### config.mk
export PLATFORM = sky130hd
export DESIGN_NAME = pcys_queue
export DESIGN_NICKNAME = d
export VERILOG_FILES = /design/src/design/pcys_pkg.sv /design/src/design/pcys_queue.sv
export SDC_FILE = /design/constraint.sdc
export NUM_CORES = 1
export LEC_CHECK = 0
export BUFFER_PORTS_ARGS = -buffer_cell sky130_fd_sc_hd__buf_2
export CORE_MARGIN = 2
export CORE_UTILIZATION = 57
export DETAILED_ROUTE_END_ITERATION = 6
export PLACE_DENSITY = 0.79
export REMOVE_ABC_BUFFERS = 1
export SYNTH_ARGS = -nofsm -noshare
export SYNTH_HDL_FRONTEND = slang
export SYNTH_SLANG_ARGS = --single-unit
### constraint.sdc
create_clock -name clk -period 2.8 [get_ports clk]
set_input_delay 0.28 -clock clk [delete_from_list [all_inputs] [get_ports clk]]
set_output_delay 0.28 -clock clk [all_outputs]
set_load 0.005 [all_outputs]
### src/design/pcys_pkg.sv
// Shared types, constants and conversion helpers for the palette-to-YUV
// chroma subsampling unit. No dependencies.
package pcys_pkg;

  localparam int COMP_W   = 8;
  localparam int SIDE_CFG_W = 3;
  localparam int SUM_W    = 12;
  localparam int RCP_SHIFT = 19;
  localparam int RCP_W    = RCP_SHIFT + 1;
  localparam int PROD_W   = SUM_W + RCP_W;
  localparam int QUO_W    = PROD_W - RCP_SHIFT;
  localparam int Q_DEPTH  = 4;
  localparam int Q_PTR_W  = 2;
  localparam int CONV_W   = 18;

  localparam logic [SIDE_CFG_W-1:0] CELL_SIDE_RST = 3'd2;

  localparam logic CFG_CELL_WIDTH  = 1'b0;
  localparam logic CFG_CELL_HEIGHT = 1'b1;

  localparam logic OP_PIXEL = 1'b0;
  localparam logic OP_PAL_WRITE = 1'b1;

  localparam logic signed [CONV_W-1:0] KY_R = 18'sd77;
  localparam logic signed [CONV_W-1:0] KY_G = 18'sd150;
  localparam logic signed [CONV_W-1:0] KY_B = 18'sd29;
  localparam logic signed [CONV_W-1:0] KU_R = -18'sd44;
  localparam logic signed [CONV_W-1:0] KU_G = -18'sd87;
  localparam logic signed [CONV_W-1:0] KU_B = 18'sd131;
  localparam logic signed [CONV_W-1:0] KV_R = 18'sd131;
  localparam logic signed [CONV_W-1:0] KV_G = -18'sd110;
  localparam logic signed [CONV_W-1:0] KV_B = -18'sd21;
  localparam logic signed [CONV_W-1:0] CHROMA_BIAS = 18'sd128;

  typedef struct packed {
    logic              wr;
    logic [COMP_W-1:0] addr;
    logic [COMP_W-1:0] red;
    logic [COMP_W-1:0] green;
    logic [COMP_W-1:0] blue;
    logic              last;
  } entry_t;

  typedef struct packed {
    logic [COMP_W-1:0] v;
    logic [COMP_W-1:0] u;
    logic [COMP_W-1:0] y;
  } yuv_t;

  // n / 256 truncated toward zero, optional +128, clamped to 0..255
  function automatic logic [COMP_W-1:0] scale_clamp(input logic signed [CONV_W-1:0] n,
                                                    input logic bias);
    logic signed [CONV_W-1:0] mag;
    logic signed [CONV_W-1:0] q;
    logic signed [CONV_W-1:0] s;
    mag = (n < 0) ? -n : n;
    q = mag >>> 8;
    if (n < 0) begin
      q = -q;
    end
    s = bias ? (q + CHROMA_BIAS) : q;
    if (s < 0) begin
      return '0;
    end else if (s > 18'sd255) begin
      return '1;
    end
    return s[COMP_W-1:0];
  endfunction

  function automatic yuv_t rgb_to_yuv(input logic [COMP_W-1:0] r, input logic [COMP_W-1:0] g,
                                      input logic [COMP_W-1:0] b);
    logic signed [CONV_W-1:0] rs;
    logic signed [CONV_W-1:0] gs;
    logic signed [CONV_W-1:0] bs;
    yuv_t res;
    rs = $signed({{(CONV_W-COMP_W){1'b0}}, r});
    gs = $signed({{(CONV_W-COMP_W){1'b0}}, g});
    bs = $signed({{(CONV_W-COMP_W){1'b0}}, b});
    res.y = scale_clamp(KY_R * rs + KY_G * gs + KY_B * bs, 1'b0);
    res.u = scale_clamp(KU_R * rs + KU_G * gs + KU_B * bs, 1'b1);
    res.v = scale_clamp(KV_R * rs + KV_G * gs + KV_B * bs, 1'b1);
    return res;
  endfunction

endpackage

### src/design/pcys_queue.sv
// Short request queue between the front and back parts.
// Depends on pcys_pkg.
module pcys_queue (
  input  logic            clk,
  input  logic            rst_n,
  input  logic            push_valid,
  output logic            push_ready,
  input  pcys_pkg::entry_t push_data,
  output logic            pop_valid,
  input  logic            pop_ready,
  output pcys_pkg::entry_t pop_data
);
  import pcys_pkg::*;

  entry_t             slot_r [Q_DEPTH];
  logic [Q_PTR_W-1:0] wptr_r, wptr_nxt;
  logic [Q_PTR_W-1:0] rptr_r, rptr_nxt;
  logic [Q_PTR_W:0]   count_r, count_nxt;
  logic               do_push, do_pop;

  assign push_ready = (count_r != (Q_PTR_W+1)'(Q_DEPTH));
  assign pop_valid  = (count_r != '0);
  assign pop_data   = slot_r[rptr_r];
  assign do_push    = push_valid & push_ready;
  assign do_pop     = pop_valid & pop_ready;

  always_comb begin
    wptr_nxt  = do_push ? wptr_r + 1'b1 : wptr_r;
    rptr_nxt  = do_pop ? rptr_r + 1'b1 : rptr_r;
    count_nxt = count_r + (Q_PTR_W+1)'(do_push) - (Q_PTR_W+1)'(do_pop);
  end

  always_ff @(posedge clk) begin
    if (!rst_n) begin
      wptr_r  <= '0;
      rptr_r  <= '0;
      count_r <= '0;
    end else begin
      wptr_r  <= wptr_nxt;
      rptr_r  <= rptr_nxt;
      count_r <= count_nxt;
    end
  end

  always_ff @(posedge clk) begin
    if (do_push) begin
      slot_r[wptr_r] <= push_data;
    end
  end

endmodule

## Word-level counts from Yosys, hierarchy flattened

Memories as Yosys holds them, arrays and structs flattened. A register that Yosys moved wholly into a read port is not among the register bits.
Index checks and enable logic that the tools add are counted.

- Equality and inequality tests: 1
- Add/sub/neg operators: 4
- Mux-type cells: 4
- Bitwise operators: 2
- Reductions and logical operators: 1

Operators by type and width:

| kind | count |
|---|---|
| $add 2x1->2 const B | 2 |
| $mux 2 | 2 |
| $add 3x1->3 | 1 |
| $ne 3x3->1 const B | 1 |
| $reduce_bool 3->1 | 1 |
| $sub 3x1->3 | 1 |
| $and 1x1->1 | 2 |
| $mux 1 | 2 |

- Output and inout bits: 36
- Flip-flop bits (word level): 7
- Memories kept: 1
- Input port bits: 38
- Logic and storage cells: 16
- Memory bits (writable): 136

Memories:

| name | depth | bits a word | read ports | clocked after memory_dff | write ports | line | source |
|---|---|---|---|---|---|---|---|
| slot_r | 4 | 34 | 1 | 1 | 1 | pcys_queue.sv:15 | `entry_t slot_r [Q_DEPTH];` |

## Logic depth before layout (Yosys ltp)

- Depth after elaboration: 4
- Mapped depth: 11

## Worst setup path after synthesis

OpenSTA, ideal clock, no wires.

- Kind: reg-to-reg
- From: reg count_r[1]
- To: reg count_r[2]
- Path buffers: 0
- Required time: 2.685 ns
- Data arrival time: 2.082 ns
- Cell stages (with the launch flop): 12
- Slack: 0.603 ns
- Cells stage by stage: dfxtp_1 > nor2_1 > a21boi_2 > inv_1 > ha_1 > inv_1 > ha_1 > inv_1 > fa_1 > xnor2_1 > xnor2_1 > and2_1

- Longest elaborated chain between the ends: 4

RTL lines:

| what | line | source |
|---|---|---|
| start: declaration | pcys_queue.sv:18 | `logic [Q_PTR_W:0] count_r, count_nxt;` |
| start signal: assignment | pcys_queue.sv:41 | `count_r <= count_nxt;` |
| $ne 3x3->1 | pcys_queue.sv:21 | `assign push_ready = (count_r != (Q_PTR_W+1)'(Q_DEPTH));` |
| $and 1x1->1 | pcys_queue.sv:24 | `assign do_push = push_valid & push_ready;` |
| $add 3x1->3 | pcys_queue.sv:30 | `count_nxt = count_r + (Q_PTR_W+1)'(do_push) - (Q_PTR_W+1)'(do_pop);` |
| $sub 3x1->3 (*) | pcys_queue.sv:30 |  |

Every way passes the cells marked *; elsewhere a longest branch is shown, timed or not.
A chain may end at the register's enable or synchronous reset.

## Worst setup path in the final report

Ends and elaborated chain as after synthesis.

==> results_dict.tcl <==
set metrics [dict create \
    path_class "reg -> reg" \
    start_util 0.587 \
    antenna_found_initial 0 \
    clockBufferDepth 2 \
    clk_pin_slew_worst_paths_ns 0.06 \
    die_height_um 102 \
    dieArea_mm2 0.0103 \
    clock_latency_ns 0.51 \
    fin_tns_setup_ns 0 \
    final_cell_mix "136 x edfxtp_1, 73 x buf_2, 34 x dlygate4sd3_1" \
    vias 2611 \
    routedWlPerCell_um 18.2 \
    vias_per_cell 5.31 \
    dieWidth_um 102 \
    p_sw_mw 1.48 \
    design.core.area_mm2 0.00924 \
    cpPeakStageDelay_ns 0.46 \
    final_common_cell "edfxtp_1" \
    totalWireLength_um 8970 \
    ctsHtreeMaxLevel 4 \
    hold_viol 0 \
    placed_area_mm2 0.00597 \
    final_max_slew_viol_count 0 \
    start_kind "flop" \
    grt_pass1_wl_um 14000 \
    placedCellCount 426 \
    rows 35 \
    max_freq_ghz 0.414 \
    cts_resized 0 \
    grt_pass1_vias 2764 \
    cp.arrival_ns 2.83 \
    cp_cell_sequence "nor2_1, a21boi_2, inv_1, ha_1, inv_1, ha_1, inv_1, fa_1, xnor2_1, xnor2_1, and2_1" \
    ir_drop_v 0.000449 \
    syn_area_mm2 0.00543 \
    worst_ep_required_time_ns 3.21 \
    synth-seq-cells 145 \
    switching_share 0.246 \
    ys_warn_count 0 \
    cts_made_buffers 17 \
    synth_edf_count 136 \
    synthFlopType "edfxtp_1" \
    fin_area_mm2 0.00687 \
    hold_path_class "in -> reg" \
    grt_max_degree 24 \
    power_density_mw_per_mm2 879 \
    clock_skew_ns 0.00750 \
    finalCritPeriodShare 0.863 \
    finalNonFillerCells 492 \
    p_int_mw 4.56 \
    detail-route-antenna-nets 0 \
    drtIter0Drc 159 \
    postCtsSetupBuffers 0 \
    cpMostUsedCell "inv_1" \
    p_clk_frac 0.345 \
    p_seq_frac 0.459 \
    diodes 0 \
    fin_util 0.743 \
    syn_inst 226 \
    grt_overflow 0 \
    p_comb_frac 0.196 \
    nets 395 \
    avgSynthCellArea_um2 24.0 \
    io_buffers 73 \
    drive_gt1_frac 0.402 \
    end_kind "flop" \
    firstDrtPassIters 4 \
    dpl.hpwl_um 5440 \
    grt_setup_unrepaired "false" \
    synth_cell_types 21 \
    maxSlewHeadroom 0.676 \
    setup_violations 0 \
    crit_slowest_cell "dfxtp_1" \
    synthArstFlopShare 0 \
    io_pins 74 \
    cts_root_buf "clkbuf_8" \
    outcome "finished, final reports clean" \
    worstMarginPinSlew_ns 0.486 \
    cts_sinks 145 \
    period_minus_slack_ns 2.42 \
    track_usage 0.189 \
    route.detailed.drc 0 \
    leakage_nw 2.39 \
    place.gp.congestion 0.673 \
    drv_cap 0 \
    cts_tree "built" \
    synth_seq_area_share 0.786 \
    path_max_fanout 7 \
    area_growth_pct 26.6 \
]
synth_stat cells, types with 2 or more instances:
master	instances	share of area
edfxtp_1	136	0.75
mux4_2	30	0.12
dfxtp_1	9	0.033
and2_1	7	0.0081
ha_1	6	0.014
inv_1	5	0.0035
nand2_1	5	0.0035
mux4_1	4	0.019
xnor2_1	4	0.0065
buf_12	3	0.011
buf_2	3	0.0028
nor2b_1	3	0.0035
clkbuf_1	2	0.0014
mux2i_1	2	0.0037
flip-flops by register name, indices dropped and copies added (netlist names), named ones only:
name     cells
slot_r     136
rptr_r       2
count_r      3
wptr_r       2
through the flow:
stage	hold slack [ns]	power (mW)	worst slack, ns
finish	0.0900	6.04	0.384
global route	0.0909	6.31	0.202
CTS	0.0755	6.11	0.332
detailed placement	0.497	3.99	0.404
global placement	0.484	3.96	0.501
floorplan	0.379	3.49	0.327
area by class of cell:
cell class | instances | area (µm²)
sequential | 145 | 4270
inverter | 5 | 18.8
timing repair buffer | 114 | 808
fill | 524 | 2370
clock buffer | 17 | 414
multi-input combinational | 67 | 1060
clock inverter | 15 | 144
tap | 129 | 161
worst paths after layout:
kind / from / to / slack, ns / depth (start not counted)
min: rst_n / count_r[1] / 0.09 / 2
min reg2reg: wptr_r[0] / wptr_r[0] / 0.51 / 2
max reg2reg: count_r[1] / count_r[2] / 0.38 / 11
max: count_r[1] / count_r[2] / 0.38 / 11
timing repair:
action                     in CTS  in global routing
hold endpoints to repair      136                  0
setup endpoints to repair       0                  0
hold buffers                   34                  0
critical path: cells and delay by family, from the launching register on:
kind,cells,cell delay (ns)
AND/OR/NAND/NOR,2,0.27
buffers and inverters,3,0.19
adder cells (fa/ha/maj),3,0.81
flip-flops,1,0.46
AO/OA/AOI/OAI,1,0.31
XOR/XNOR,2,0.26
per-layer routing:
metal | vias to the layer above | part of all wire | wire length, µm | track usage
met5 | - | 0 | 0 | 0
met4 | 0 | 0.015 | 133 | 0.0769
met3 | 12 | 0.059 | 533 | 0.0614
met2 | 90 | 0.49 | 4360 | 0.296
met1 | 1317 | 0.44 | 3940 | 0.248
li1 | 1192 | - | - | -
power by group through the flow:
stage                     Clock [mW]  Combinational, mW  Sequential, mW
after global placement             0               1.16            2.80
after floorplan                    0              0.646            2.84
after detailed placement           0               1.17            2.82
after CTS                       2.13               1.21            2.78
after global routing            2.21               1.31            2.80
final                           2.09               1.18            2.77
kinds of logic after synthesis:
group	count (synthesis)	synth area share
compound gates	3	0.00530
xor+xnor	4	0.00645
fa+ha+maj	7	0.0175
buf+inv	14	0.0207
flops	145	0.786
mux	36	0.148
simple gates	17	0.0168
No activity file was read; power rests on OpenSTA's default activity.
