**src/design/pcys_pkg.sv**
```systemverilog
// Shared types, constants and conversion helpers for the palette-to-YUV
// chroma subsampling unit. No dependencies.
package pcys_pkg;

  localparam int COMP_W   = 8;
  localparam int SIDE_CFG_W = 3;
  localparam int SUM_W    = 12;
  localparam int RCP_SHIFT = 19;
  localparam int RCP_W    = RCP_SHIFT + 1;
  localparam int PROD_W   = SUM_W + RCP_W;
  localparam int QUO_W    = PROD_W - RCP_SHIFT;
  localparam int Q_DEPTH  = 4;
  localparam int Q_PTR_W  = 2;
  localparam int CONV_W   = 18;

  localparam logic [SIDE_CFG_W-1:0] CELL_SIDE_RST = 3'd2;

  localparam logic CFG_CELL_WIDTH  = 1'b0;
  localparam logic CFG_CELL_HEIGHT = 1'b1;

  localparam logic OP_PIXEL = 1'b0;
  localparam logic OP_PAL_WRITE = 1'b1;

  localparam logic signed [CONV_W-1:0] KY_R = 18'sd77;
  localparam logic signed [CONV_W-1:0] KY_G = 18'sd150;
  localparam logic signed [CONV_W-1:0] KY_B = 18'sd29;
  localparam logic signed [CONV_W-1:0] KU_R = -18'sd44;
  localparam logic signed [CONV_W-1:0] KU_G = -18'sd87;
  localparam logic signed [CONV_W-1:0] KU_B = 18'sd131;
  localparam logic signed [CONV_W-1:0] KV_R = 18'sd131;
  localparam logic signed [CONV_W-1:0] KV_G = -18'sd110;
  localparam logic signed [CONV_W-1:0] KV_B = -18'sd21;
  localparam logic signed [CONV_W-1:0] CHROMA_BIAS = 18'sd128;

  typedef struct packed {
    logic              wr;
    logic [COMP_W-1:0] addr;
    logic [COMP_W-1:0] red;
    logic [COMP_W-1:0] green;
    logic [COMP_W-1:0] blue;
    logic              last;
  } entry_t;

  typedef struct packed {
    logic [COMP_W-1:0] v;
    logic [COMP_W-1:0] u;
    logic [COMP_W-1:0] y;
  } yuv_t;

  // n / 256 truncated toward zero, optional +128, clamped to 0..255
  function automatic logic [COMP_W-1:0] scale_clamp(input logic signed [CONV_W-1:0] n,
                                                    input logic bias);
    logic signed [CONV_W-1:0] mag;
    logic signed [CONV_W-1:0] q;
    logic signed [CONV_W-1:0] s;
    mag = (n < 0) ? -n : n;
    q = mag >>> 8;
    if (n < 0) begin
      q = -q;
    end
    s = bias ? (q + CHROMA_BIAS) : q;
    if (s < 0) begin
      return '0;
    end else if (s > 18'sd255) begin
      return '1;
    end
    return s[COMP_W-1:0];
  endfunction

  function automatic yuv_t rgb_to_yuv(input logic [COMP_W-1:0] r, input logic [COMP_W-1:0] g,
                                      input logic [COMP_W-1:0] b);
    logic signed [CONV_W-1:0] rs;
    logic signed [CONV_W-1:0] gs;
    logic signed [CONV_W-1:0] bs;
    yuv_t res;
    rs = $signed({{(CONV_W-COMP_W){1'b0}}, r});
    gs = $signed({{(CONV_W-COMP_W){1'b0}}, g});
    bs = $signed({{(CONV_W-COMP_W){1'b0}}, b});
    res.y = scale_clamp(KY_R * rs + KY_G * gs + KY_B * bs, 1'b0);
    res.u = scale_clamp(KU_R * rs + KU_G * gs + KU_B * bs, 1'b1);
    res.v = scale_clamp(KV_R * rs + KV_G * gs + KV_B * bs, 1'b1);
    return res;
  endfunction

endpackage

```
**src/design/pcys_front.sv**
```systemverilog
// Input stage: accepts stream items, classifies palette writes and pixels,
// reduces the table address and hands a request to the queue. Depends on pcys_pkg.
module pcys_front #(
  parameter int PALETTE_ENTRIES = 256
) (
  input  logic             clk,
  input  logic             rst_n,
  input  logic             in_tvalid,
  output logic             in_tready,
  input  logic [39:0]      in_tdata,
  input  logic             in_tuser,
  input  logic             in_tlast,
  output logic             push_valid,
  input  logic             push_ready,
  output pcys_pkg::entry_t push_data
);
  import pcys_pkg::*;

  logic [COMP_W-1:0] mod_tbl [2**COMP_W];
  logic              vld_r, vld_nxt;
  entry_t            entry_r;
  logic              take;
  logic [COMP_W-1:0] raw_addr;

  for (genvar g = 0; g < 2**COMP_W; g++) begin : g_mod
    assign mod_tbl[g] = COMP_W'(g % PALETTE_ENTRIES);
  end

  assign in_tready  = ~vld_r | push_ready;
  assign take       = in_tvalid & in_tready;
  assign raw_addr   = (in_tuser == OP_PAL_WRITE) ? in_tdata[7:0] : in_tdata[39:32];
  assign push_valid = vld_r;
  assign push_data  = entry_r;

  always_comb begin
    vld_nxt = vld_r;
    if (take) begin
      vld_nxt = 1'b1;
    end else if (push_ready) begin
      vld_nxt = 1'b0;
    end
  end

  always_ff @(posedge clk) begin
    if (!rst_n) begin
      vld_r <= 1'b0;
    end else begin
      vld_r <= vld_nxt;
    end
  end

  always_ff @(posedge clk) begin
    if (take) begin
      entry_r.wr    <= (in_tuser == OP_PAL_WRITE);
      entry_r.addr  <= mod_tbl[raw_addr];
      entry_r.red   <= in_tdata[15:8];
      entry_r.green <= in_tdata[23:16];
      entry_r.blue  <= in_tdata[31:24];
      entry_r.last  <= in_tlast;
    end
  end

endmodule

```
**config.mk**
```make
export PLATFORM = sky130hd
export DESIGN_NAME = pcys_front
export DESIGN_NICKNAME = d
export VERILOG_FILES = /design/src/design/pcys_pkg.sv /design/src/design/pcys_front.sv
export SDC_FILE = /design/constraint.sdc
export NUM_CORES = 1
export LEC_CHECK = 0
export BUFFER_PORTS_ARGS = -buffer_cell sky130_fd_sc_hd__buf_4
export CAP_MARGIN = 10
export CORE_ASPECT_RATIO = 1.75
export CORE_UTILIZATION = 43
export DETAILED_ROUTE_END_ITERATION = 16
export GPL_TIMING_DRIVEN = 0
export PLACE_DENSITY = 0.81
export SKIP_LAST_GASP = 1
export SYNTH_ARGS = -nofsm -noshare
export SYNTH_HDL_FRONTEND = slang
export SYNTH_SLANG_ARGS = --single-unit
```
**constraint.sdc**
```tcl
create_clock -name clk -period 4.65 [get_ports clk]
set_input_delay 0.465 -clock clk [delete_from_list [all_inputs] [get_ports clk]]
set_output_delay 0.465 -clock clk [all_outputs]
set_load 0.05 [all_outputs]
```
# Yosys cells after proc, flatten, opt, wreduce, memory -nomap -nowiden
# Memories as Yosys holds them, arrays and structs flattened. A register that Yosys moved wholly into a read port is not among the register bits.
# Cells that the tools add are included.
dict set report classes {
  n_mul 0
  eq_ne 0
  mux 3
  bitwise_logic 4
  n_reduce_logical 1
  magnitude_cmp 0
  div 0
  add_sub_neg 0
  shifts 0
}
# cell count
set op_table {}
lappend op_table {{$not A8 Y9} 1}
lappend op_table {{$mux W8} 1}
lappend op_table {{$mux W1} 2}
lappend op_table {{$reduce_bool A2 Y1} 1}
lappend op_table {{$and A1 B1 Y1} 1}
lappend op_table {{$not A1 Y1} 1}
lappend op_table {{$or A1 B1 Y1} 1}
dict set report word_totals {
  mem_count 1
  wordCells 15
  reg_bits 27
  out_inout_bits 36
  mem_bits_ro 2048
  latchBits 0
  ramBits 0
  inputBits 46
}
# name words width read_ports rd_ports_with_merged_regs write_ports line_no
set mem_list {}
lappend mem_list {{(no name shown)} 256 8 1 1 0 pcys_front.sv:55} ;# entry_r.addr <= mod_tbl[raw_addr];

# Logic depth before layout (Yosys ltp)
dict set report depth {
  depth_word 4
  mapped_depth 2
  ltp_nobuf 2
}

# Worst setup path before layout
# Ideal clock, no wire load.
dict set report synth_path {
  path_type {reg2reg}
  start {register vld_r, in the netlist push_valid}
  end {register entry_r, in the netlist push_data[0] (enable)}
  slack_ps 2372
  synth_period_minus_slack_ps 2278
  arrival_ps 1884
  required_ps 4256
  stages_incl_launch_ff 3
  setup_time_ps 394
  n_path_buf 0
  cell_sequence {dfxtp_1 -> nand2b_1 -> and2_1}
}
dict set report synth_via {
  elab_chain_len 3
}
# element line_no
set synth_lines {}
lappend synth_lines {{start: declaration} pcys_front.sv:20} ;# logic vld_r, vld_nxt;
lappend synth_lines {{start signal: assignment} pcys_front.sv:48} ;# vld_r <= vld_nxt;
lappend synth_lines {{$not A1 Y1} pcys_front.sv:29} ;# assign in_tready = ~vld_r | push_ready;
lappend synth_lines {{$or A1 B1 Y1} pcys_front.sv:29}
lappend synth_lines {{via in_tready} pcys_front.sv:9} ;# output logic in_tready,
lappend synth_lines {{$and A1 B1 Y1} pcys_front.sv:30} ;# assign take = in_tvalid & in_tready;
lappend synth_lines {{via take} pcys_front.sv:22} ;# logic take;
lappend synth_lines {{end: declaration} pcys_front.sv:21} ;# entry_t entry_r;
# The timed path passes the listed nets, and every way through them passes these cells.
# A chain may end at the register's enable or synchronous reset.

# Final worst setup path
dict set report layout_path {
  start {register vld_r, in the netlist push_valid}
  end {register entry_r, in the netlist push_data[7] (enable)}
}
dict set report layout_via {
  elab_chain_len 3
}
# element line_no
set layout_lines {}
lappend layout_lines {{$not A1 Y1} pcys_front.sv:29}
lappend layout_lines {{$or A1 B1 Y1} pcys_front.sv:29}
lappend layout_lines {{$and A1 B1 Y1} pcys_front.sv:30}
lappend layout_lines {{via take} pcys_front.sv:22}
# The timed path passes the listed nets, and every way through them passes these cells.

==> flow_summary.toml <==
[clocking]
htreeDepth = 2
clk_pin_slew_worst_paths_ns = 0.06
ctsResizeCount = 0
insertion_delay_ns = 0.27
root_buffer = "clkbuf_8"
cts_buffers = 5
post_cts_buffers = 0
hold_buffers = 0
cts.sinks = 35
cts_tree = "yes"
clockBufferDepth = 2

[cells_and_area]
drive_above_1_share_pct = 70.6
final_cell_area_um2 = 1940
syn_to_final_growth_pct = 62.0
seq_area_um2 = 1040
fillers = 180
final_cell_mix = "81 x buf_4, 34 x edfxtp_1, 8 x mux2_4"
antennaDiodeCount = 0
multi_input_area_um2 = 140
nets = 183
layout_commonest_cell = "buf_4"

[drt]
wl_met3_um = 249
viasPerCell = 4.64
drt-met1-wl_um = 719
wl_met2_um = 1450
drc = 0
drt_pass1_iterations = 2
post_drt_wl_per_cell_um = 15.1
top_layer_used = "met4"
drtAntennaViolNets = 0
drt_wl_total_um = 2460
drtIter0Drc = 15
dr_total_vias = 757

[critical_path]
endpoint_kind = "register"
cpPeakStageDelay_ns = 0.70
worstPathMaxFanout = 19
slowest_stage = "and2_1"
reg2reg_depth = 3
path_cells = "nand2b_1 > and2_1 > buf_16"
arrival_ns = 1.63
r2r_end = "push_data[7]"
path_class = "register to register"
rr_startpoint = "push_valid"
cp-start-kind = "register"
ff2ff_setup_slack_ns = 3.00
cp.required_ns = 4.63

[sta]
finalSetupViolations = 0
finalHoldViolCount = 0
setup_tns_ns = 0
rsz0062_at_grt = "no"
post-route-min-period_ns = 1.65
slew_violations = 0
max_slew_margin_pct = 43.3
fmax_ghz = 0.606
fin_ws_ns = 3.00
tightestPinTransition_ns = 0.850
finalCritPeriodShare_pct = 35.5
fin_skew_ns = 0.00545

[synth]
synth.largest_area_cell = "edfxtp_1"
synth_nets = 94
yosysWarnings = 0
syn_avg_cell_area_um2 = 24.9
ys_ff_latch = 35
syn_inst = 48
yosys-top-cells-area = "edfxtp_1 85%, mux2_4 10%, dfxtp_1 1.7%"
syn-cell-area_um2 = 1200
ys_types = 8
synth-seq-area-share_pct = 87.0
synth.top_cell.area_share_pct = 85.4

[min_path]
hold_depth = 1
worstHoldPathType = "input port to register"
hold_start = "in_tdata[23]"
hold_path_end = "push_data[16]"

[power_and_ir_drop]
max-vdd-ir-drop_mv = 0.250
p_leak_nw = 0.859
powerDensity_nw_per_um2 = 368

[floorplanning]
die_area_um2 = 3010
die_x_um = 41.9
row_count = 25
core_um2 = 2660
ioPinCount = 82
initial_core_util_pct = 45.0
die_y_um = 71.8

[place]
placed_area_um2 = 1870
port_buffers = 81
dpl.hpwl_um = 1960
routabilityCongestion = 0.703
place_worst_setup_slack_ns = 2.75

[flow_run]
maxCapViolCount = 0

[global_route]
grt_max_degree = 20
gr-total-overflow = 0
grtUsageTotal_pct = 17.8
antenna_found_initial = 0
grt_pass1_vias = 813
grt_pass1_wl_um = 3820

[status]
status = "finished, final reports clean"
final cells by class:
cell class / instances / area share, %
buffer: 1 / 0.581
clock buffer: 6 / 3.74
inverter: 1 / 0.194
multi-input combinational: 11 / 7.23
sequential: 35 / 53.7
tap: 27 / 1.74
timing repair buffer: 82 / 32.8
metal layers:
layer  vias to the layer above  track usage [%]
met3                         6             8.06
met4                         0             8.60
met1                       338             15.8
li1                        361                -
met5                         -                0
met2                        52             32.6
worst max-delay path: cells and delay by family, from the launching register on:
family / cells / cell delay [ns]
flops: 1 / 0.32
buf+inv: 1 / 0.23
simple gates: 2 / 0.80
flip-flops by register name, summed over array words and instances, names as in the netlist:
name and cells:
push_data 34, push_valid 1
synth_stat cells:
| cell | count |
|---|---|
| and2_1 | 1 |
| a21boi_0 | 1 |
| nand2b_1 | 1 |
| edfxtp_1 | 34 |
| dfxtp_1 | 1 |
| mux2_4 | 8 |
| buf_6 | 1 |
| inv_1 | 1 |
metrics by stage:
step                utilization [%]  cells  hold WS [ns]  total power [mW]
floorplan                         -     48         0.564             0.467
global placement               69.1    156         0.515             0.524
detailed placement             70.2    157         0.573             0.531
CTS                            72.9    163         0.355             0.723
global route                   72.9    163         0.346             0.740
finish                         72.9    163         0.363             0.714
logic make-up (layout without fill, tap and decap cells):
family | after synthesis | in the layout | synth area share (%)
muxes | 8 | 8 | 10.0
AOI/OAI and AO/OA | 1 | 1 | 0.628
DFF | 35 | 35 | 87.0
buffers and inverters | 2 | 90 | 1.25
and+or+nand+nor | 2 | 2 | 1.05
worst max path at each step:
stage,end,from
CTS,push_data[20],push_valid
global route,push_data[1],push_valid
finish,push_data[7],push_valid
floorplan,push_data[0],push_valid
detailed placement,push_data[20],push_ready
global placement,push_data[0],push_ready
power breakdown:
group / internal [mW] / switching (mW) / leakage (nW)
logic: 0.0590 / 0.0897 / 0.485
registers: 0.370 / 0.00521 / 0.337
clock network: 0.0996 / 0.0909 / 0.0371
Note: power is estimated with default switching activity, not from simulation.
